## src/optimal_bst_cost_tables_core_assert.svh

```systemverilog
// Assertion macros for the optimal BST cost table core.
`ifndef OPTIMAL_BST_COST_TABLES_CORE_ASSERT_SVH
`define OPTIMAL_BST_COST_TABLES_CORE_ASSERT_SVH
`ifndef SYNTHESIS
`define OBST_ASSERT_IMP(lbl, clk, rstn, ante, cons) \
    lbl: assert property (@(posedge clk) disable iff (!(rstn)) (ante) |-> (cons)) \
        else $error("assertion failed: same-cycle implication");
`define OBST_ASSERT_NXT(lbl, clk, rstn, ante, cons) \
    lbl: assert property (@(posedge clk) disable iff (!(rstn)) (ante) |=> (cons)) \
        else $error("assertion failed: next-cycle implication");
`define OBST_ASSERT_RST(lbl, clk, ante, cons) \
    lbl: assert property (@(posedge clk) (ante) |=> (cons)) \
        else $error("assertion failed: reset behavior");
`else
`define OBST_ASSERT_IMP(lbl, clk, rstn, ante, cons)
`define OBST_ASSERT_NXT(lbl, clk, rstn, ante, cons)
`define OBST_ASSERT_RST(lbl, clk, ante, cons)
`endif
`endif

```

## src/obst_pkg.sv

```systemverilog
// Shared types, codes and helpers for the optimal BST cost table core.
`default_nettype none
package obst_pkg;
    typedef enum logic [3:0] {
        ST_IDLE, ST_W_RD, ST_W_WR, ST_C_BND, ST_C_LD,
        ST_C_RD, ST_C_EV, ST_C_WR, ST_Q_RD, ST_Q_OUT
    } state_t;

    localparam logic OP_LOAD    = 1'b0;
    localparam logic OP_QUERY   = 1'b1;
    localparam logic KIND_DONE  = 1'b0;
    localparam logic KIND_QUERY = 1'b1;

    localparam int unsigned WEIGHT_W = 16;
    localparam int unsigned VALUE_W  = 32;
    localparam int unsigned FIELD_W  = 5;
    localparam int unsigned CMP_W    = 9;

    typedef struct packed {
        logic store_we;
        logic store_re;
        logic wfill_wr;
        logic diag;
        logic bound_re;
        logic cand_re;
        logic cand_eval;
        logic cand_first;
        logic cell_wr;
        logic out_re;
        logic out_load;
        logic out_zero;
        logic out_kind;
    } cmd_t;

    typedef struct packed {
        logic out_free;
    } sts_t;

    function automatic logic [VALUE_W-1:0] sat_add(input logic [VALUE_W-1:0] a,
                                                   input logic [VALUE_W-1:0] b);
        logic [VALUE_W:0] s;
        s = {1'b0, a} + {1'b0, b};
        return s[VALUE_W] ? {VALUE_W{1'b1}} : s[VALUE_W-1:0];
    endfunction
endpackage
`default_nettype wire

```

## src/obst_ctrl.sv

```systemverilog
// Sequencer for loads, table fill, and queries of the optimal BST core.
`default_nettype none
module obst_ctrl #(
    parameter int unsigned MAX_KEYS = 31,
    parameter int unsigned SIDE_W   = 5
) (
    input  wire logic                         aclk,
    input  wire logic                         aresetn,
    input  wire logic                         s_valid,
    output logic                              s_ready,
    input  wire logic                         s_operation,
    input  wire logic [obst_pkg::FIELD_W-1:0] s_index,
    input  wire logic                         s_last,
    input  wire logic [obst_pkg::FIELD_W-1:0] s_range_low,
    input  wire logic [obst_pkg::FIELD_W-1:0] s_range_high,
    input  wire logic                         cfg_wr_en,
    input  wire logic [obst_pkg::FIELD_W-1:0] cfg_wr_data,
    input  wire obst_pkg::sts_t               sts,
    input  wire logic [SIDE_W-1:0]            root_lo,
    input  wire logic [SIDE_W-1:0]            root_hi,
    output obst_pkg::cmd_t                    cmd,
    output logic [SIDE_W-1:0]                 i_idx,
    output logic [SIDE_W-1:0]                 j_idx,
    output logic [SIDE_W-1:0]                 r_idx
);
    obst_pkg::state_t state_reg, state_next;
    logic [SIDE_W-1:0] i_reg, i_next, j_reg, j_next, r_reg, r_next;
    logic [SIDE_W-1:0] hi_reg, hi_next, gap_reg, gap_next, n_reg, n_next;
    logic [SIDE_W-1:0] done_reg, done_next;
    logic [obst_pkg::FIELD_W-1:0] kc_reg;
    logic first_reg, first_next, zero_reg, zero_next, kind_reg, kind_next;
    logic [SIDE_W-1:0] n_use;
    logic q_zero, idx_ok, gap_one;
    logic [obst_pkg::CMP_W-1:0] kc_ext, max_ext;

    assign kc_ext  = obst_pkg::CMP_W'(kc_reg);
    assign max_ext = obst_pkg::CMP_W'(MAX_KEYS);
    assign n_use   = (kc_reg == '0) ? SIDE_W'(1) :
                     (kc_ext > max_ext) ? SIDE_W'(MAX_KEYS) : SIDE_W'(kc_reg);
    assign idx_ok  = obst_pkg::CMP_W'(s_index) <= max_ext;
    assign q_zero  = (done_reg == '0) || (s_range_low > s_range_high) ||
                     (obst_pkg::CMP_W'(s_range_high) > obst_pkg::CMP_W'(done_reg));
    assign gap_one = gap_reg == SIDE_W'(1);

    always_ff @(posedge aclk) begin
        if (!aresetn) begin
            state_reg <= obst_pkg::ST_IDLE;
            kc_reg    <= obst_pkg::FIELD_W'(1);
            done_reg  <= '0;
        end else begin
            state_reg <= state_next;
            done_reg  <= done_next;
            if (cfg_wr_en) begin
                kc_reg <= cfg_wr_data;
            end
        end
    end

    always_ff @(posedge aclk) begin
        i_reg     <= i_next;
        j_reg     <= j_next;
        r_reg     <= r_next;
        hi_reg    <= hi_next;
        gap_reg   <= gap_next;
        n_reg     <= n_next;
        first_reg <= first_next;
        zero_reg  <= zero_next;
        kind_reg  <= kind_next;
    end

    // next state
    always_comb begin
        state_next = state_reg;
        unique case (state_reg)
            obst_pkg::ST_IDLE: begin
                if (s_valid) begin
                    if (s_operation == obst_pkg::OP_QUERY) begin
                        state_next = obst_pkg::ST_Q_RD;
                    end else if (s_last) begin
                        state_next = obst_pkg::ST_W_RD;
                    end
                end
            end
            obst_pkg::ST_W_RD: state_next = obst_pkg::ST_W_WR;
            obst_pkg::ST_W_WR: begin
                state_next = (j_reg < n_reg || i_reg < n_reg) ?
                             obst_pkg::ST_W_RD : obst_pkg::ST_C_BND;
            end
            obst_pkg::ST_C_BND: state_next = obst_pkg::ST_C_LD;
            obst_pkg::ST_C_LD:  state_next = obst_pkg::ST_C_RD;
            obst_pkg::ST_C_RD:  state_next = obst_pkg::ST_C_EV;
            obst_pkg::ST_C_EV: begin
                state_next = (r_reg < hi_reg) ? obst_pkg::ST_C_RD : obst_pkg::ST_C_WR;
            end
            obst_pkg::ST_C_WR: begin
                state_next = (j_reg < n_reg || gap_reg < n_reg) ?
                             obst_pkg::ST_C_BND : obst_pkg::ST_Q_RD;
            end
            obst_pkg::ST_Q_RD: state_next = obst_pkg::ST_Q_OUT;
            obst_pkg::ST_Q_OUT: begin
                if (sts.out_free) begin
                    state_next = obst_pkg::ST_IDLE;
                end
            end
            default: state_next = obst_pkg::ST_IDLE;
        endcase
    end

    // loop counters
    always_comb begin
        i_next     = i_reg;
        j_next     = j_reg;
        r_next     = r_reg;
        hi_next    = hi_reg;
        gap_next   = gap_reg;
        n_next     = n_reg;
        first_next = first_reg;
        zero_next  = zero_reg;
        kind_next  = kind_reg;
        done_next  = done_reg;
        unique case (state_reg)
            obst_pkg::ST_IDLE: begin
                if (s_valid) begin
                    if (s_operation == obst_pkg::OP_QUERY) begin
                        i_next    = SIDE_W'(s_range_low);
                        j_next    = SIDE_W'(s_range_high);
                        zero_next = q_zero;
                        kind_next = obst_pkg::KIND_QUERY;
                    end else if (s_last) begin
                        n_next = n_use;
                        i_next = '0;
                        j_next = '0;
                    end
                end
            end
            obst_pkg::ST_W_WR: begin
                if (j_reg < n_reg) begin
                    j_next = j_reg + SIDE_W'(1);
                end else if (i_reg < n_reg) begin
                    i_next = i_reg + SIDE_W'(1);
                    j_next = i_reg + SIDE_W'(1);
                end else begin
                    gap_next = SIDE_W'(1);
                    i_next   = '0;
                    j_next   = SIDE_W'(1);
                end
            end
            obst_pkg::ST_C_LD: begin
                r_next     = gap_one ? j_reg : root_lo;
                hi_next    = gap_one ? j_reg : root_hi;
                first_next = 1'b1;
            end
            obst_pkg::ST_C_EV: begin
                first_next = 1'b0;
                if (r_reg < hi_reg) begin
                    r_next = r_reg + SIDE_W'(1);
                end
            end
            obst_pkg::ST_C_WR: begin
                if (j_reg < n_reg) begin
                    i_next = i_reg + SIDE_W'(1);
                    j_next = j_reg + SIDE_W'(1);
                end else if (gap_reg < n_reg) begin
                    gap_next = gap_reg + SIDE_W'(1);
                    i_next   = '0;
                    j_next   = gap_reg + SIDE_W'(1);
                end else begin
                    done_next = n_reg;
                    i_next    = '0;
                    j_next    = n_reg;
                    zero_next = 1'b0;
                    kind_next = obst_pkg::KIND_DONE;
                end
            end
            default: begin
            end
        endcase
    end

    // outputs
    always_comb begin
        cmd            = '0;
        s_ready        = state_reg == obst_pkg::ST_IDLE;
        cmd.store_we   = (state_reg == obst_pkg::ST_IDLE) && s_valid &&
                         (s_operation == obst_pkg::OP_LOAD) && idx_ok;
        cmd.store_re   = state_reg == obst_pkg::ST_W_RD;
        cmd.wfill_wr   = state_reg == obst_pkg::ST_W_WR;
        cmd.diag       = j_reg == i_reg;
        cmd.bound_re   = state_reg == obst_pkg::ST_C_BND;
        cmd.cand_re    = state_reg == obst_pkg::ST_C_RD;
        cmd.cand_eval  = state_reg == obst_pkg::ST_C_EV;
        cmd.cand_first = first_reg;
        cmd.cell_wr    = state_reg == obst_pkg::ST_C_WR;
        cmd.out_re     = state_reg == obst_pkg::ST_Q_RD;
        cmd.out_load   = (state_reg == obst_pkg::ST_Q_OUT) && sts.out_free;
        cmd.out_zero   = zero_reg;
        cmd.out_kind   = kind_reg;
    end

    assign i_idx = i_reg;
    assign j_idx = j_reg;
    assign r_idx = r_reg;
endmodule
`default_nettype wire

```

## config.mk

```make
export PLATFORM = sky130hd
export DESIGN_NAME = obst_ctrl
export DESIGN_NICKNAME = d
export VERILOG_FILES = /design/src/optimal_bst_cost_tables_core_assert.svh /design/src/obst_pkg.sv /design/src/obst_ctrl.sv
export SDC_FILE = /design/constraint.sdc
export NUM_CORES = 1
export LEC_CHECK = 0
export BUFFER_PORTS_ARGS = -buffer_cell sky130_fd_sc_hd__clkbuf_2
export CORE_MARGIN = 5
export CORE_UTILIZATION = 39
export CTS_CLUSTER_DIAMETER = 150
export DETAILED_ROUTE_END_ITERATION = 7
export SYNTH_ARGS = -nofsm -noshare
export SYNTH_HDL_FRONTEND = slang
export SYNTH_SLANG_ARGS = --single-unit
```

## constraint.sdc

```tcl
create_clock -name aclk -period 4.8 [get_ports aclk]
set_clock_uncertainty 0.15 [all_clocks]
set_input_delay 0.72 -clock aclk [delete_from_list [all_inputs] [get_ports aclk]]
set_output_delay 0.72 -clock aclk [all_outputs]
set_load 0.05 [all_outputs]
```

# --- Word level (Yosys, flattened, before mapping) ---
# Cells that the tools add are included.
classes:
  n_addsub: 4
  n_lt_le_gt_ge: 8
  n_eq_ne: 21
  muxes: 41
  bitwise_logic: 3
  n_reduce_logical: 24
op_table:
  columns: ["operator", "n"]
  rows:
  - ["5-bit 2-to-1 mux", 20]
  - ["4-bit case mux with 10 select lines", 1]
  - ["5-bit case mux with 3 select lines", 2]
  - ["5-bit by 1-bit adder with 5-bit output (second input constant)", 4]
  - ["5-bit less-than comparator", 4]
  - ["4-bit 2-to-1 mux", 5]
  - ["5-bit case mux with 2 select lines", 2]
  - ["4-bit by 3-bit == test with 1-bit output (second input constant)", 4]
  - ["2-bit != test (second input constant)", 6]
  - ["5-bit > comparator", 2]
  - ["5-bit logical NOT", 2]
  - ["5-bit AND reduction", 2]
  - ["3-bit AND reduction", 3]
  - ["4-bit by 2-bit == test with 1-bit output (second input constant)", 2]
  - ["4-bit == test (second input constant)", 2]
  - ["4-bit AND reduction", 2]
  - ["1-bit 2-to-1 mux", 6]
  - ["2-bit by 1-bit != test with 1-bit output (second input constant)", 3]
  - ["1-bit case mux with 2 select lines", 3]
  - ["2-bit nonzero test", 3]
  - ["5-bit by 1-bit == test with 1-bit output (second input constant)", 1]
  - ["5-bit == test", 1]
  - ["5-bit > comparator (second input constant)", 1]
  - ["5-bit <= comparator (second input constant)", 1]
  - ["other kinds (10)", 19]
totals:
  ff_bits: 47
  input_bits: 37

# --- Longest topological paths before layout ---
logic_depth:
  word_depth: 6
  ltp_mapped: 8

# --- Worst setup path before layout ---
# OpenSTA, ideal clock, no wires.
synth_timing:
  kind: "register to output"
  start: "register state_reg[3]"
  end: "output cmd[12] (netlist name)"
  t_arrival_ns: 2.567
  required_ns: 3.930
  slack_ns: 1.363
  path_stages_with_launch: 5
  n_path_buf: 1
  path_cell_list: "dfxtp_1 clkbuf_1 nor3_1 nand2_1 nor2_1"
synth_rtl:
  columns: ["item", "line", "text"]
  rows:
  - ["from (decl)", "obst_ctrl.sv:26", "obst_pkg::state_t state_reg, state_next;"]
  - ["from (signal assigned)", "obst_ctrl.sv:47", "state_reg <= obst_pkg::ST_IDLE;"]
  - ["from (signal assigned)", "obst_ctrl.sv:51", "state_reg <= state_next;"]
  - ["to (decl)", "obst_ctrl.sv:21", "output obst_pkg::cmd_t cmd,"]

==> results by group <==
Outcome
  • Outcome: finished clean

Setup path
  • Arrival @ worst endpoint: about 2.3 ns
  • CP max-delay cell: dfxtp_1
  • Worst R2R Start: n_reg[2]
  • Crit. End Element: output pin
  • Reg-to-reg endpoint: gap_reg[2]
  • R2R depth: 7
  • Slowest stage delay, CP: 0.63 ns
  • Worst-path fanout max: 16
  • Crit start category: register
  • CP Class: register to output pin
  • CP cell instances: nand2b_1, or2_1, inv_1, clkbuf_2
  • Register-to-register path setup slack: roughly 1.8 ns
  • Critical Path RT: 3.93 ns

Timing
  • Hold Fails Final Rpt: 0
  • Relative slew slack: about a quarter
  • Max-slew violations: 0
  • Worst Tran Pin Value: 1.104 ns
  • Fin crit period: 3.160 ns
  • Final setup TNS: 0 ns
  • Max Clk Rate: 316.4 MHz
  • Unrepaired setup endpoints after global routing: false
  • Ratio of final minimum period to clock period: 65.84%
  • # setup viols final: 0

Hold path
  • Hold depth: 0
  • Hold Startpoint: kc_reg[3]
  • HP Class: register to register
  • Worst Hold End: n_reg[3]

Logic synthesis
  • Mean Syn Cell Area: between 9 and 10 um^2
  • Sequential-to-total area share from yosys stat: 38.21%
  • Leading area contributor after synthesis: edfxtp_1
  • Cell variety after synth: 53
  • Post-synth EDFFs: 33
  • Warnings, synthesis: 0
  • #FFs+latches synth: 47
  • Top post-synthesis cells by area: edfxtp_1, ha_1, dfxtp_1, mux2i_1, nand2_1
  • Ys async rst share: 0%
  • Yosys top cell area share: between 20% and 30%
  • Synthesized net count: 423
  • Cells after Synth: 355
  • Primary FF master, synth: edfxtp_1
  • Synth Cell Area: 0.003327 mm^2

Routing
  • Vias per cell: 5.305
  • Drt initial violations: approximately 120
  • Via Count: 2700
  • First-pass iteration count of the detailed router: 4
  • Post-route ant nets: 0
  • Highest routed layer: met4
  • Met3 WL post-DR: 364 um
  • Wire per inst: approximately 16 um
  • Wl on met1: 3622 um
  • Final WL: 7912 um
  • Routed met2 length: 3805 um
  • DRC: 0

Power
  • Combinational share of power: approximately 27%
  • Leakage: 0.001617 uW
  • Pwr per Cell Area: about 290 mW/mm^2
  • Internal power: ~720 uW
  • Peak supply drop: 0.1296 mV
  • Clk pwr share: 27.0%
  • Seq pwr share: 46.0%
  • Sw Share: approximately a third
  • P_sw: 384.2 uW

Floorplanning
  • Die width: a little over 100 um
  • Die area: ~0.010 mm^2
  • Starting density of the core: 40.29%
  • Core Footprint: 0.008258 mm^2
  • Rows: 33
  • Num ports: between 60 and 70
  • Die H: 102.4 um

CTS
  • TritonCTS clock tree: done
  • Post-CTS resize count: 0
  • CTS Buf Count: 5
  • CTS H-tree depth: 2
  • Clock-pin slew on the worst setup and hold paths: 0.09 ns
  • Clk sinks: 47
  • Setup Fix Bufs, Post-CTS: 0
  • # hold bufs at CTS: 0
  • CTS max path bufs: 2
  • Clk_lat worst skew: 0.30 ns
  • Clock root buffer: clkbuf_8

Finish
  • Share of post-route cells with drive strength above 1: 20.54%
  • Area grow syn2layout: 13.39%
  • Fillers: about 810
  • N_diodes: 0
  • Final core occ: 45.68%
  • # nets final: 471

Placed design
  • GPL Wtd Cong: 0.8628
  • Hpwl dp: around 6300 um
  • Port bufs: 60

Job
  • # Max-Cap Violations: 0

GRT
  • Initial antenna violation count: 0
  • Number of global-route vias before repair: approximately 2600
  • First-pass GRT wire length: ~13000 um
  • Total GRT Usage: 15.54%
  • Grt ovf: 0
  • Pin count of the biggest net entering global routing: 17
## cell usage after synthesis (5+ instances only)
| cell type | instances |
|---|---|
| nand2_1 | 34 |
| edfxtp_1 | 33 |
| inv_1 | 32 |
| ha_1 | 31 |
| nor2_1 | 28 |
| a21oi_1 | 19 |
| mux2i_1 | 16 |
| dfxtp_1 | 14 |
| nand3_1 | 13 |
| o21ai_0 | 12 |
| nor3_1 | 10 |
| xor2_1 | 10 |
| clkbuf_1 | 9 |
| o21ai_1 | 8 |
| xnor2_1 | 8 |
| a21o_1 | 7 |
| mux2_2 | 6 |
| buf_2 | 5 |
| nor2b_1 | 5 |
## placed cells by master (no fill, tap or decap), types with 2 or more instances in the layout
cell type / n
nor2b_1: 5
o31ai_1: 2
o2111ai_1: 2
clkbuf_8: 5
mux2_2: 6
dfxtp_1: 14
clkbuf_2: 60
o211ai_1: 3
o21a_1: 4
a221oi_2: 2
xnor2_1: 8
nand2_1: 34
o22ai_1: 2
edfxtp_1: 33
a21oi_1: 19
ha_1: 31
a31oi_1: 3
o21ai_1: 8
o21ai_0: 12
nand2b_1: 4
a31o_2: 2
nor3_1: 10
mux2i_1: 16
nand3_1: 13
a22oi_1: 3
inv_1: 32
nor2_1: 28
or2_1: 2
xor2_1: 10
a21o_1: 7
## worst max-delay path by stage
stage | startpoint | endpoint | slack (ns) | cells after the start
finish | state_reg[3] | cmd[4] | 1.64 | 4
global route | n_reg[2] | gap_reg[2] | 1.47 | 7
floorplan | state_reg[3] | cmd[12] | 1.36 | 4
global placement | j_idx[2] | gap_reg[0] | 1.83 | 5
detailed placement | n_reg[2] | gap_reg[0] | 1.78 | 7
CTS | state_reg[3] | cmd[4] | 1.65 | 4
## cells by family (layout without fill, tap and decap cells)
| group | Yosys count | in the layout | synth area share, % |
|---|---|---|---|
| compound gates | 79 | 79 | 16.02 |
| buf+inv | 52 | 101 | 6.957 |
| fa+ha+maj | 31 | 31 | 11.66 |
| mux | 22 | 22 | 6.844 |
| xor+xnor | 18 | 18 | 4.739 |
| flops | 47 | 47 | 38.21 |
| simple gates | 106 | 106 | 15.57 |
## layer usage
metal	up-vias	track usage, %
met1	1263	19.84
met5	-	0
met3	11	2.799
met4	0	4.339
li1	1364	-
met2	62	26.94
## layout make-up
type	instances	area [um^2]	area share (%)
sequential	47	1271	33.70
multi-input combinational	256	1831	48.52
clock buffer	5	68.82	1.824
inverter	32	120.1	3.184
timing repair buffer	61	307.8	8.159
clock inverter	3	42.54	1.128
tap	105	131.4	3.483
## power groups by stage
stage	registers, uW	logic, uW	clock network [uW]
4_1_cts	507	300	306
5_1_grt	512	327	327
6_report	506	298	297
3_3_place_gp	516	293	0
2_1_floorplan	548	186	0
3_5_place_dp	517	299	0
## per-stage QoR
step,hold WS [ns],cell area [um^2],std cells,setup WS [ns],power (uW)
after global placement,0.3045,3661,501,1.832,809.1
final,0.3209,3772,509,1.640,1102
after CTS,0.3270,3772,509,1.645,1113
after floorplan,0.2922,3327,355,1.363,733.6
after detailed placement,0.3022,3661,501,1.783,815.4
after global routing,0.3387,3772,509,1.467,1166
## critical path: cells and delay by family, from the launching register on
kind                   cells  cell delay [ns]
buffers and inverters      2             0.58
DFF                        1             0.63
and+or+nand+nor            2             0.76
Power figures use the tool's default switching activity.
